### src/rtl/dsb_pkg.sv
// Shared types and constants of the delay-and-sum beamformer.
// No dependencies; every other file of the block refers to it by scoped names.
package dsb_pkg;

  // Datapath shape
  localparam int MICS        = 4;
  localparam int MIC_W       = 2;
  localparam int SAMPLE_W    = 16;
  localparam int FRAC_BITS   = 10;
  localparam int DELAY_W     = 16;
  localparam int WHOLE_W     = DELAY_W - FRAC_BITS;
  localparam int COUNT_W     = 3;
  localparam int DIFF_W      = SAMPLE_W + 1;
  localparam int PROD_W      = DIFF_W + FRAC_BITS;
  localparam int BLEND_W     = SAMPLE_W + FRAC_BITS + 1;
  localparam int SUM_W       = BLEND_W + MIC_W;
  localparam int QUOT_W      = SUM_W - FRAC_BITS - 1;

  // floor(u / 3) == (u * RECIP3) >> RECIP_SHIFT for every u below 2^19
  localparam logic [QUOT_W-1:0] RECIP3      = QUOT_W'(174763);
  localparam int                RECIP_SHIFT = 19;

  localparam logic [QUOT_W-1:0] SAT_POS = QUOT_W'(32767);
  localparam logic [QUOT_W-1:0] SAT_NEG = QUOT_W'(32768);

  // Configuration register indexes
  localparam int CFG_INDEX_W = 3;
  localparam logic [CFG_INDEX_W-1:0] REG_MIC_COUNT   = 3'd0;
  localparam logic [CFG_INDEX_W-1:0] REG_PASSTHROUGH = 3'd1;
  localparam logic [CFG_INDEX_W-1:0] REG_DELAY0      = 3'd2;
  localparam logic [CFG_INDEX_W-1:0] REG_DELAY1      = 3'd3;
  localparam logic [CFG_INDEX_W-1:0] REG_DELAY2      = 3'd4;
  localparam logic [CFG_INDEX_W-1:0] REG_DELAY3      = 3'd5;

  // Per-microphone tap control, travels alongside the memory read
  typedef struct packed {
    logic                       active;   // microphone takes part in the sum
    logic                       last;     // final microphone of the sweep
    logic                       use_cur;  // near tap is the current input
    logic                       a_ok;     // near tap was written since reset
    logic                       b_ok;     // far tap was written since reset
    logic [FRAC_BITS-1:0]       frac;
    logic [SAMPLE_W-1:0]        cur;
  } tap_ctl_t;

endpackage

### src/rtl/dsb_scale.sv
// Divide the blended sum by (count << FRAC_BITS), truncating toward zero,
// and saturate to 16 bits. Three pipeline stages. Uses dsb_pkg.
module dsb_scale (
  input  logic                                 clk,
  input  logic                                 rst,
  input  logic                                 start,
  input  logic signed [dsb_pkg::SUM_W-1:0]     sum,
  input  logic [dsb_pkg::COUNT_W-1:0]          count,
  output logic                                 done,
  output logic [dsb_pkg::SAMPLE_W-1:0]         q
);

  logic [dsb_pkg::SUM_W-1:0]      mag;
  logic [dsb_pkg::QUOT_W-1:0]     u1;
  logic                           neg1;
  logic [dsb_pkg::COUNT_W-1:0]    count1;
  logic                           v1;
  logic [2*dsb_pkg::QUOT_W-1:0]   prod3;
  logic [dsb_pkg::QUOT_W-1:0]     quot_next;
  logic [dsb_pkg::QUOT_W-1:0]     quot2;
  logic                           neg2;
  logic                           v2;
  logic [dsb_pkg::SAMPLE_W-1:0]   q_next;

  // Truncating the magnitude twice equals one truncation of the full quotient
  assign mag = sum[dsb_pkg::SUM_W-1] ? dsb_pkg::SUM_W'(-sum) : dsb_pkg::SUM_W'(sum);

  always_ff @(posedge clk) begin
    u1     <= mag[dsb_pkg::FRAC_BITS +: dsb_pkg::QUOT_W];
    neg1   <= sum[dsb_pkg::SUM_W-1];
    count1 <= count;
  end

  always_comb begin
    prod3 = u1 * dsb_pkg::RECIP3;
    case (count1)
      3'd2:    quot_next = u1 >> 1;
      3'd3:    quot_next = dsb_pkg::QUOT_W'(prod3 >> dsb_pkg::RECIP_SHIFT);
      3'd4:    quot_next = u1 >> 2;
      default: quot_next = u1;
    endcase
  end

  always_ff @(posedge clk) begin
    quot2 <= quot_next;
    neg2  <= neg1;
  end

  always_comb begin
    if (neg2) begin
      q_next = (quot2 > dsb_pkg::SAT_NEG) ? dsb_pkg::SAMPLE_W'(dsb_pkg::SAT_NEG)
                                          : dsb_pkg::SAMPLE_W'(~quot2 + 1'b1);
    end else begin
      q_next = (quot2 > dsb_pkg::SAT_POS) ? dsb_pkg::SAMPLE_W'(dsb_pkg::SAT_POS)
                                          : dsb_pkg::SAMPLE_W'(quot2);
    end
  end

  always_ff @(posedge clk) begin
    q <= q_next;
  end

  always_ff @(posedge clk) begin
    if (rst) begin
      v1   <= 1'b0;
      v2   <= 1'b0;
      done <= 1'b0;
    end else begin
      v1   <= start;
      v2   <= v1;
      done <= v2;
    end
  end

endmodule

### config.mk
export PLATFORM = sky130hd
export DESIGN_NAME = dsb_scale
export DESIGN_NICKNAME = d
export VERILOG_FILES = /design/src/rtl/dsb_pkg.sv /design/src/rtl/dsb_scale.sv
export SDC_FILE = /design/constraint.sdc
export NUM_CORES = 1
export LEC_CHECK = 0
export CAP_MARGIN = 20
export CORE_UTILIZATION = 32
export DETAILED_ROUTE_END_ITERATION = 10
export DONT_BUFFER_PORTS = 1
export SKIP_LAST_GASP = 1
export SYNTH_ARGS = -nofsm -noshare
export SYNTH_HDL_FRONTEND = slang
export SYNTH_SLANG_ARGS = --single-unit
### constraint.sdc
create_clock -name clk -period 15.6 [get_ports clk]
set_input_delay 0 -clock clk [delete_from_list [all_inputs] [get_ports clk]]
set_output_delay 0 -clock clk [all_outputs]
set_load 0.02 [all_outputs]
Yosys cells after proc, flatten, opt, wreduce, memory -nomap -nowiden
Cells that the tools add are included.
{ "op_classes": {"addsub": 2, "multipliers": 1, "n_lt_le_gt_ge": 2, "n_eq_ne": 3, "n_mux": 5, "bitwise": 1} }
{ "op_table": {"columns": ["cell", "count"], "rows": [
  ["$pmux W18 S3", 1],
  ["$mux W16", 3],
  ["$mul A18 B18 Y36 const B", 1],
  ["$mux W28", 1],
  ["$neg A28 Y28", 1],
  ["$gt A18 B15 Y1 const B", 1],
  ["$gt A18 B16 Y1 const B", 1],
  ["$add A16 B1 Y16 const B", 1],
  ["$not A16 Y16", 1],
  ["$eq A3 B2 Y1 const B", 2],
  ["$eq A3 B3 Y1 const B", 1]
]} }
{ "word_totals": {"regBits": 60, "out_inout_bits": 17, "elab_cells": 23} }

Depth between registers and ports, before layout
{ "logic_depth": {"word_depth": 4, "mapped_depth": 20, "mapped_depth_nobuf": 19} }

Worst setup path after synthesis
OpenSTA, ideal clock, no wires.
{ "synth_path": {"path_kind": "register to register", "start": "register u1[6] in the netlist's numbering", "end": "register quot2[8] in the netlist's numbering", "setup_time_ps": 122, "t_arrival_ps": 5134, "t_required_ps": 15478, "path_slack_ps": 10344, "path_stages_with_launch": 17, "n_path_buf": 1, "cell_sequence": "dfxtp_1 -> ha_1 -> fa_1 -> inv_1 -> fa_1 -> fa_1 -> fa_1 -> fa_1 -> inv_1 -> ha_1 -> clkbuf_1 -> and4_1 -> nand3_1 -> o211ai_1 -> nand2_1 -> and4_1 -> o32a_1"} }
{ "synth_via": {"elab_chain_cells": 2} }
{ "synth_rtl": {"columns": ["element", "line", "source"], "rows": [
  ["start, declared", "dsb_scale.sv:14", "logic [dsb_pkg::QUOT_W-1:0] u1;"],
  ["start signal, assigned", "dsb_scale.sv:29", "u1 <= mag[dsb_pkg::FRAC_BITS +: dsb_pkg::QUOT_W];"],
  ["$mul A18 B18 Y36", "dsb_scale.sv:35", "prod3 = u1 * dsb_pkg::RECIP3;"],
  ["$pmux W18 S3", "dsb_scale.sv:36", "case (count1)"],
  ["net quot_next (one bit)", "dsb_scale.sv:19", "logic [dsb_pkg::QUOT_W-1:0] quot_next;"],
  ["end signal, assigned", "dsb_scale.sv:45", "quot2 <= quot_next;"],
  ["end, declared", "dsb_scale.sv:20", "logic [dsb_pkg::QUOT_W-1:0] quot2;"]
]} }
The timed path passes the listed nets, and every way through them passes these cells.
A chain may end at the register's enable or synchronous reset.

Worst setup path in the final report
{ "layout_path": {"start": "register u1[1] in the netlist's numbering", "end": "register quot2[14] in the netlist's numbering"} }
Same word-level chain as after synthesis.

==> run metrics <==
Worst Setup End Kind=register; layout cells sized above 1=0.0243; Final Cycle Share=0.391; crit path kind=register to register; fin nets=1324; CTS tree=done; Die X=168 um; synthesized flop and latch total=60; top_reg_cell synth=dfxtp_1; Max Root-Sink Buffers=2; H-tree Lvls=3; asr flop ratio synth=0; # diodes=0; Port Buf Inserts=0; count leader, synth=inv_1; Die Area=0.0281 mm2; Total Routing Usage GR=0.173; Area Overhead vs Synth=10.9%; DRC viols=0; Clock Root Buffer=clkbuf_16; RePlAce Congestion=0.895; WL/cell=16.8 um; total clock sinks=60; Hold Fails Final Rpt=0; first-pass GRT wire length=37.5 mm; Reg clk slew, reported paths=60 ps; drt via density=5.03; clk_lat worst skew=340 ps; met2 Usage GRT=0.275; Slew Limit Fails=0; hpwl dp=19.4 mm; Syn Area/Cell=8.76 um2; met3 GRT Util=0.0234; CP Max Fanout=9; count of yosys warnings during synthesis=0; Mapped Area=0.00878 mm2; sequential fraction of the synthesis area=0.137; Routed Antenna Nets=0; router iterations before antenna repair=6; initial antenna violation count=0; Setup TNS=0 ps; Net Count, Synth=1305; top cells by count, synth=inv_1 (249), ha_1 (159), fa_1 (108); fin crit period=6100 ps; Hold Path Class=input pin to register; Post-synth EDFFs=0; Die Ht=168 um; largest net degree at the start of global routing=31; RSZ-0062 raised after global routing=no; Synth area leaders=fa_1 (25%), ha_1 (23%), dfxtp_1 (14%); Final Skew=8.69 ps; gr ovfl total=0; Netlist cell types=54; CTS buffer count=9; Max-slew headroom=0.357; grt met1 use=0.242; fmax=0.164 GHz; initial core utilization=0.326; vias in the first global route=6993; Yosys top cell area share=0.246; detailed router's first-iteration violation count=617; Synth area leader=fa_1; final WL=23.0 mm; status=finished clean; post-route cell area=0.00974 mm2; dpl cell area=0.00914 mm2; Least-Margin Pin Slew=963 ps; final setup fails=0; WP data arrival=6340 ps; Crit path required time=15840 ps; cell count after synthesis=1003; I/O pin count=52; maxcap violations=0; Startpoint Class=register; row count=60; fill count=2740; final worst slack=9500 ps; pre-CTS worst setup slack=9540 ps; via count=6886; core area=0.0270 mm2; GR peak layer=met2
layout by cell type, fill, tap and decap left out, drive strengths merged, types with 6 or more instances in the layout:
master | netlist | layout
inv | 249 | 251
ha | 159 | 159
fa | 108 | 108
a21oi | 61 | 61
dfxtp | 60 | 60
nand2 | 46 | 46
nor2 | 44 | 44
o21ai | 34 | 34
dlygate4sd3 | 0 | 30
a21o | 21 | 21
xnor2 | 21 | 21
nor2b | 19 | 19
nand3 | 14 | 14
o22ai | 14 | 14
xor2 | 12 | 12
nor3 | 10 | 10
and3 | 9 | 9
clkbuf | 22 | 9
a31oi | 8 | 8
o21a | 7 | 7
nand4 | 6 | 6
o31ai | 6 | 6
path summary, 6_finish.rpt:
check          start  slack [ps]        end  depth (start not counted)
max            u1[1]        9500  quot2[14]                         19
min          sum[11]           2      u1[6]                          3
max reg2reg    u1[1]        9500  quot2[14]                         19
min reg2reg       v1         450         v2                          1
what timing repair did:
| action | in CTS | in global routing |
|---|---|---|
| endpoints found under the hold margin | 25 | 0 |
| hold buffers | 30 | 0 |
| buffers inserted | 0 | 0 |
| resized for setup | 0 | 0 |
metrics by stage:
step                 util  hold slack, ps  cells
floorplan               -            27.7   1003
global placement    0.339            27.9   1321
detailed placement  0.339            27.8   1322
CTS                 0.361           0.172   1368
global route        0.361            42.6   1368
finish              0.361            1.77   1368
layer usage:
metal	up-vias	wire (um)
met3	31	1100
met2	208	10200
met5	-	0
met1	3340	11200
li1	3307	-
met4	0	490
flip-flops by register name, indices dropped and copies added (netlist names):
signal	count
neg2	1
neg1	1
v2	1
quot2	18
u1	18
count1	3
q	16
done	1
v1	1
kinds of logic after synthesis:
group	after synthesis	share of synthesized area
AO/OA/AOI/OAI	188	0.136
XOR/XNOR	33	0.0329
adder cells (fa/ha/maj)	267	0.473
buffers and inverters	272	0.116
flip-flops	60	0.137
multiplexers	1	0.00114
AND/OR/NAND/NOR	182	0.104
cell type report:
cell class / count / area (um2) / share of cell area
Tap cell: 341 / 427 / 0.0438
Timing Repair Buffer: 31 / 308 / 0.0316
Clock buffer: 9 / 225 / 0.0231
Clock inverter: 7 / 75.1 / 0.00771
Sequential cell: 60 / 1200 / 0.123
Multi-Input combinational cell: 671 / 6570 / 0.674
Inverter: 249 / 935 / 0.0960
worst max-delay path, cell delays in order (launching register included):
cell	delay, ps
dfxtp_1	690
ha_1	400
xor2_1	410
ha_1	230
a21oi_1	60
fa_1	490
inv_1	60
fa_1	510
fa_1	550
inv_1	50
fa_1	520
inv_1	40
ha_1	410
and3_1	280
and3_1	230
a311oi_1	100
a21oi_1	380
o221ai_1	210
xor2_1	170
o22ai_1	200
Power is not shown: default switching activity piles up to over one toggle a cycle in this logic, so the estimate is an artifact.
