[config.mk]
export PLATFORM = sky130hd
export DESIGN_NAME = dsb_blend
export DESIGN_NICKNAME = d
export VERILOG_FILES = /design/src/rtl/dsb_pkg.sv /design/src/rtl/dsb_blend.sv
export SDC_FILE = /design/constraint.sdc
export NUM_CORES = 1
export LEC_CHECK = 0
export BUFFER_PORTS_ARGS = -buffer_cell sky130_fd_sc_hd__buf_2
export CORE_UTILIZATION = 45
export CTS_CLUSTER_SIZE = 20
export DETAILED_ROUTE_END_ITERATION = 16
export GPL_TIMING_DRIVEN = 1
export HOLD_SLACK_MARGIN = 0.1
export PLACE_DENSITY = 0.65
export SLEW_MARGIN = 5
export SYNTH_ARGS = -nofsm -noshare
export SYNTH_HDL_FRONTEND = slang
export SYNTH_SLANG_ARGS = --single-unit
[constraint.sdc]
create_clock -name clk -period 10.3 [get_ports clk]
set_input_delay 2.06 -clock clk [delete_from_list [all_inputs] [get_ports clk]]
set_output_delay 2.06 -clock clk [all_outputs]
set_load 0.005 [all_outputs]
[src/rtl/dsb_pkg.sv]
// Shared types and constants of the delay-and-sum beamformer.
// No dependencies; every other file of the block refers to it by scoped names.
package dsb_pkg;

  // Datapath shape
  localparam int MICS        = 4;
  localparam int MIC_W       = 2;
  localparam int SAMPLE_W    = 16;
  localparam int FRAC_BITS   = 10;
  localparam int DELAY_W     = 16;
  localparam int WHOLE_W     = DELAY_W - FRAC_BITS;
  localparam int COUNT_W     = 3;
  localparam int DIFF_W      = SAMPLE_W + 1;
  localparam int PROD_W      = DIFF_W + FRAC_BITS;
  localparam int BLEND_W     = SAMPLE_W + FRAC_BITS + 1;
  localparam int SUM_W       = BLEND_W + MIC_W;
  localparam int QUOT_W      = SUM_W - FRAC_BITS - 1;

  // floor(u / 3) == (u * RECIP3) >> RECIP_SHIFT for every u below 2^19
  localparam logic [QUOT_W-1:0] RECIP3      = QUOT_W'(174763);
  localparam int                RECIP_SHIFT = 19;

  localparam logic [QUOT_W-1:0] SAT_POS = QUOT_W'(32767);
  localparam logic [QUOT_W-1:0] SAT_NEG = QUOT_W'(32768);

  // Configuration register indexes
  localparam int CFG_INDEX_W = 3;
  localparam logic [CFG_INDEX_W-1:0] REG_MIC_COUNT   = 3'd0;
  localparam logic [CFG_INDEX_W-1:0] REG_PASSTHROUGH = 3'd1;
  localparam logic [CFG_INDEX_W-1:0] REG_DELAY0      = 3'd2;
  localparam logic [CFG_INDEX_W-1:0] REG_DELAY1      = 3'd3;
  localparam logic [CFG_INDEX_W-1:0] REG_DELAY2      = 3'd4;
  localparam logic [CFG_INDEX_W-1:0] REG_DELAY3      = 3'd5;

  // Per-microphone tap control, travels alongside the memory read
  typedef struct packed {
    logic                       active;   // microphone takes part in the sum
    logic                       last;     // final microphone of the sweep
    logic                       use_cur;  // near tap is the current input
    logic                       a_ok;     // near tap was written since reset
    logic                       b_ok;     // far tap was written since reset
    logic [FRAC_BITS-1:0]       frac;
    logic [SAMPLE_W-1:0]        cur;
  } tap_ctl_t;

endpackage

[src/rtl/dsb_blend.sv]
// Fractional-delay blend and accumulation over the microphones of one item.
// Uses dsb_pkg (tap_ctl_t and widths); fed by dsb_mem read data.
module dsb_blend (
  input  logic                                 clk,
  input  logic                                 rst,
  input  logic                                 clear,
  input  dsb_pkg::tap_ctl_t                    ctl,
  input  logic [dsb_pkg::SAMPLE_W-1:0]         rd_a,
  input  logic [dsb_pkg::SAMPLE_W-1:0]         rd_b,
  output logic signed [dsb_pkg::SUM_W-1:0]     sum,
  output logic                                 done
);

  logic signed [dsb_pkg::SAMPLE_W-1:0]        a_sel;
  logic signed [dsb_pkg::SAMPLE_W-1:0]        b_sel;
  logic signed [dsb_pkg::DIFF_W-1:0]          diff;
  logic signed [dsb_pkg::DIFF_W+dsb_pkg::FRAC_BITS:0] prod_full;
  logic signed [dsb_pkg::PROD_W-1:0]          prod;
  logic signed [dsb_pkg::SAMPLE_W-1:0]        a_r;
  logic                                       p_active;
  logic                                       p_last;
  logic signed [dsb_pkg::BLEND_W-1:0]         blend;

  // a*(1 - f) + b*f rewritten as a + (b - a)*f to need one multiplier
  always_comb begin
    a_sel = ctl.use_cur ? $signed(ctl.cur) : (ctl.a_ok ? $signed(rd_a) : '0);
    b_sel = ctl.b_ok ? $signed(rd_b) : '0;
    diff  = $signed({b_sel[dsb_pkg::SAMPLE_W-1], b_sel})
          - $signed({a_sel[dsb_pkg::SAMPLE_W-1], a_sel});
    prod_full = diff * $signed({1'b0, ctl.frac});
  end

  always_ff @(posedge clk) begin
    prod <= prod_full[dsb_pkg::PROD_W-1:0];
    a_r  <= a_sel;
  end

  always_ff @(posedge clk) begin
    if (rst) begin
      p_active <= 1'b0;
      p_last   <= 1'b0;
    end else begin
      p_active <= ctl.active;
      p_last   <= ctl.last;
    end
  end

  assign blend = $signed({a_r[dsb_pkg::SAMPLE_W-1], a_r, {dsb_pkg::FRAC_BITS{1'b0}}}) + prod;

  always_ff @(posedge clk) begin
    if (rst) begin
      sum  <= '0;
      done <= 1'b0;
    end else begin
      done <= p_last;
      if (clear) begin
        sum <= '0;
      end else if (p_active) begin
        sum <= sum + {{dsb_pkg::MIC_W{blend[dsb_pkg::BLEND_W-1]}}, blend};
      end
    end
  end

endmodule

# Yosys cells after proc, flatten, opt, wreduce, memory -nomap -nowiden
# Index checks and enable logic that the tools add are counted.
[op_classes]
add_sub_neg = 3
mul = 1
mux = 3
n_reduce_logical = 1
[op_table]
columns = ["operator", "count"]
rows = [
  ["$mux W16", 3],
  ["$add A29 B29 Y29", 1],
  ["$add A26 B27 Y27", 1],
  ["$mul A17 B11 Y27", 1],
  ["$sub A16 B16 Y17", 1],
  ["$reduce_or A2 Y1", 1],
]
[word_totals]
register_bits = 75
input_bits = 66
output_inout_bits = 30
word_cells = 14

# Depth between registers and ports, before layout
[depth]
word_depth = 4
depth_mapped = 33
ltp_nobuf = 31

# Least setup slack after synthesis
# OpenSTA, ideal clock, no wires.
[synth_path]
path_kind = "in2reg"
startpoint = "in ctl[28] in the netlist's numbering"
endpoint = "reg prod[26] in the netlist's numbering"
setup_time_ns = 0.120
t_arrival_ns = 8.958
required_ns = 10.180
slack_ns = 1.222
path_stages = 30
path_buffers = 2
cell_sequence = "clkbuf_1 > nor2b_1 > clkbuf_1 > a22o_1 > ha_1 > inv_1 > fa_1 > a21o_1 > a21oi_2 > o21ai_1 > a21oi_2 > xnor2_1 > nand2_1 > fa_1 > fa_1 > inv_1 > fa_1 > fa_1 > inv_1 > fa_1 > inv_1 > ha_1 > a21oi_1 > nand2_1 > a221o_1 > a31oi_2 > o21ai_1 > a211oi_2 > a21oi_1 > xnor2_1"
[synth_via]
elab_chain_cells = 3
[synth_lines]
columns = ["element", "line_no", "rtl"]
rows = [
  ["start, declared", "dsb_blend.sv:7", "input dsb_pkg::tap_ctl_t ctl,"],
  ["$mux W16", "dsb_blend.sv:26", "a_sel = ctl.use_cur ? $signed(ctl.cur) : (ctl.a_ok ? $signed(rd_a) : '0);"],
  ["via a_sel (one bit)", "dsb_blend.sv:14", "logic signed [dsb_pkg::SAMPLE_W-1:0] a_sel;"],
  ["$sub A16 B16 Y17", "dsb_blend.sv:29", "- $signed({a_sel[dsb_pkg::SAMPLE_W-1], a_sel});"],
  ["$mul A17 B11 Y27", "dsb_blend.sv:30", "prod_full = diff * $signed({1'b0, ctl.frac});"],
  ["via prod_full (one bit)", "dsb_blend.sv:17", "logic signed [dsb_pkg::DIFF_W+dsb_pkg::FRAC_BITS:0] prod_full;"],
  ["end signal, assigned", "dsb_blend.sv:34", "prod <= prod_full[dsb_pkg::PROD_W-1:0];"],
  ["end, declared", "dsb_blend.sv:18", "logic signed [dsb_pkg::PROD_W-1:0] prod;"],
]
# The timed path passes the listed nets, and every way through them passes these cells.
# A chain may end at the register's enable or synchronous reset.

# Final worst setup path
# Same ends and word-level chain as after synthesis.

==> results.md <==
* Most common cell on crit path: fa_1
* Row count at a little under 60
* Layout Nets at 1784
* CTS tree: done
* Worst clock skew at approximately 10 ps
* Die span in y at 164 um
* Fmax at 105 MHz
* Max-cap violations at 0
* Grt ovf at 0
* CP endpoint kind: register
* Post-synth EDFFs at 0
* Slowest CP cell: xnor2_1
* CP max FO at 18
* Yosys top cell area share at 26.1%
* Drt initial violations at 648
* Vias in the first global route at 9823
* Most frequent cells in the layout: inv_1, fa_1, nand2_1
* Worst relative slew slack at approximately 17%
* ANT nets after route at 0
* Sink Count at 75
* CP Data Required Time at 10500 ps
* #FFs+latches synth at 75
* DRC violations left at 0
* # IOs at 96
* Cell accounting for the most synthesized area: fa_1
* Max stage delay on crit path at 570 ps
* DIE AREA at between 0.02 and 0.03 mm^2
* CP Launch Type: primary input
* Critical path origin: ctl[28]
* Worst hold start: p_last
* Final setup fails at 0
* Multi-input logic area at 0.00924 mm^2
* Via-to-Cell Ratio at 5.44
* First-pass GRT wire length at 49000 um
* Min-Delay Path Class: register to register
* Share of cells above drive strength 1 at 10.2%
* Dpl cell area at 0.0125 mm^2
* # resized after CTS at 0
* Cells after Synth at 1381
* Tot GR Track Use at a little under a quarter
* Design area at between 0.01 and 0.015 mm^2
* Via Count at 9677
* Synth async-reset ratio at 0%
* Routed WL per cell at between 15 and 20 um
* # fillers at about 2500
* Storage cell area at 0.00150 mm^2
* Post-synth cell types at 74
* Worst-Margin Slew at 1230 ps
* Post-CTS Setup Bufs at 0
* Syn_nets at 1720
* Worst r2r src: prod[10]
* Initial Util at 46.2%
* Top FF cell, synth: dfxtp_1
* DR pass1 iterations at 5
* Worst Path Arrival at slightly below 10000 ps
* Number of diodes at 0
* Clock root buffer: clkbuf_16
* Synth top area cells: fa_1, dfxtp_1, ha_1
* Warnings, synthesis at 0
* Skew-Pair Late Insertion Delay at 340 ps
* Most common cell after layout, fill and taps aside: inv_1
* CTS Buf Count at 9
* Setup tns final at 0 ps
* Port Buf Inserts at 95
* Minimum clock period after layout at 9530 ps
* Initial antenna violation count at 0
* Final Max Slew Viols at 0
* Final Hold Violating Endpoints at 0
* GPL Wtd Cong at just under 0.9
* Clk buf depth at 2
* Tcrit/Tclk final at roughly 90%
* H-tree depth at 3
* Detailed placement HPWL at 23700 um
* Hold-fix buffers, CTS at 0
* Critical path class: primary input to register
* Die Span X at 164 um
* Core area at 0.0254 mm^2
* Area grow syn2layout at 8.95%
* Average size of a mapped cell at 8.50 um^2
* RSZ-0062 raised after global routing: false
* Post-synthesis sequential area ratio at 12.8%
* Clock-pin slew on the worst setup and hold paths at 60 ps
* Largest net degree at the start of global routing at 35
* Outcome: complete, no violations
* Syn Std Cell Area at 0.0117 mm^2
* Detailed Route WL at 29400 um
## per-stage QoR
| step | setup slack (ps) | hold WS, ps | utilization (%) | cells |
|---|---|---|---|---|
| after global placement | 582 | 425 | 49.2 | 1764 |
| after detailed placement | 404 | 449 | 49.2 | 1764 |
| after global routing | 251 | 473 | 50.4 | 1780 |
| after floorplan | 1220 | 414 | - | 1381 |
| after CTS | 757 | 462 | 50.4 | 1780 |
| final | 766 | 458 | 50.4 | 1780 |
## cell usage after synthesis, types with 3 or more instances
cell	count
a21oi_2	4
ha_1	120
a21o_1	22
o21ai_1	10
nand4_1	7
mux2i_1	10
a31oi_1	4
nor2_1	64
clkbuf_1	45
buf_2	3
o21bai_1	8
a211o_1	3
o31ai_1	4
o21a_1	11
a21oi_1	61
or2_2	5
xor2_1	16
dfxtp_1	75
a22oi_1	14
xnor2_1	52
o21ai_0	37
fa_1	153
and2_1	83
o211ai_1	9
nand2b_1	10
a311o_1	3
nand2_1	151
nor3_1	15
nand3b_1	13
nor2b_1	18
o311ai_1	3
and3b_1	4
nand3_1	28
and4_1	3
o311ai_0	9
a211oi_1	9
nor4_1	10
or4_1	3
a221o_1	4
or3_1	4
and3_1	16
inv_1	216
a311oi_1	4
## cell families after synthesis
kind of cell | share of synthesized area, %
compound gates | 14.8
simple gates | 19.0
buf+inv | 8.53
mux | 0.948
fa+ha+maj | 38.9
xor+xnor | 5.07
flops | 12.8
## layer usage
metal	GRT usage (%)	vias up	routed length, um
met2	40.6	255	14200
met3	3.43	34	1570
met4	6.06	0	514
met5	0	-	0
li1	-	4682	-
met1	29.6	4706	13200
## registers in the layout, summed over array words and instances (netlist names)
register and count:
a_r 16, done 1, p_active 1, p_last 1
prod 27, sum 29
## final cells by class
| cell class | count | area share, % |
|---|---|---|
| Sequential cell | 75 | 11.7 |
| Clock buffer | 9 | 1.76 |
| Timing Repair Buffer | 103 | 4.19 |
| Tap cell | 330 | 3.23 |
| Inverter | 216 | 6.34 |
| Multi-Input combinational cell | 1040 | 72.2 |
| Clock inverter | 7 | 0.538 |
## critical path: cells and delay by family
kind / cells / cell delay (ps)
adder cells (fa/ha/maj): 8 / 3450
AO/OA/AOI/OAI: 13 / 2390
XOR/XNOR: 2 / 720
AND/OR/NAND/NOR: 2 / 410
buffers and inverters: 6 / 680
## worst paths after layout
kind	to	slack, ps	cells past startpoint
min	done	460	1
min reg2reg	done	460	1
max	prod[26]	770	31
max reg2reg	sum[27]	5950	17
Power is left out: the tool's default activity adds up to more than one toggle a clock period on the data nets, which glitch-free logic cannot reach.
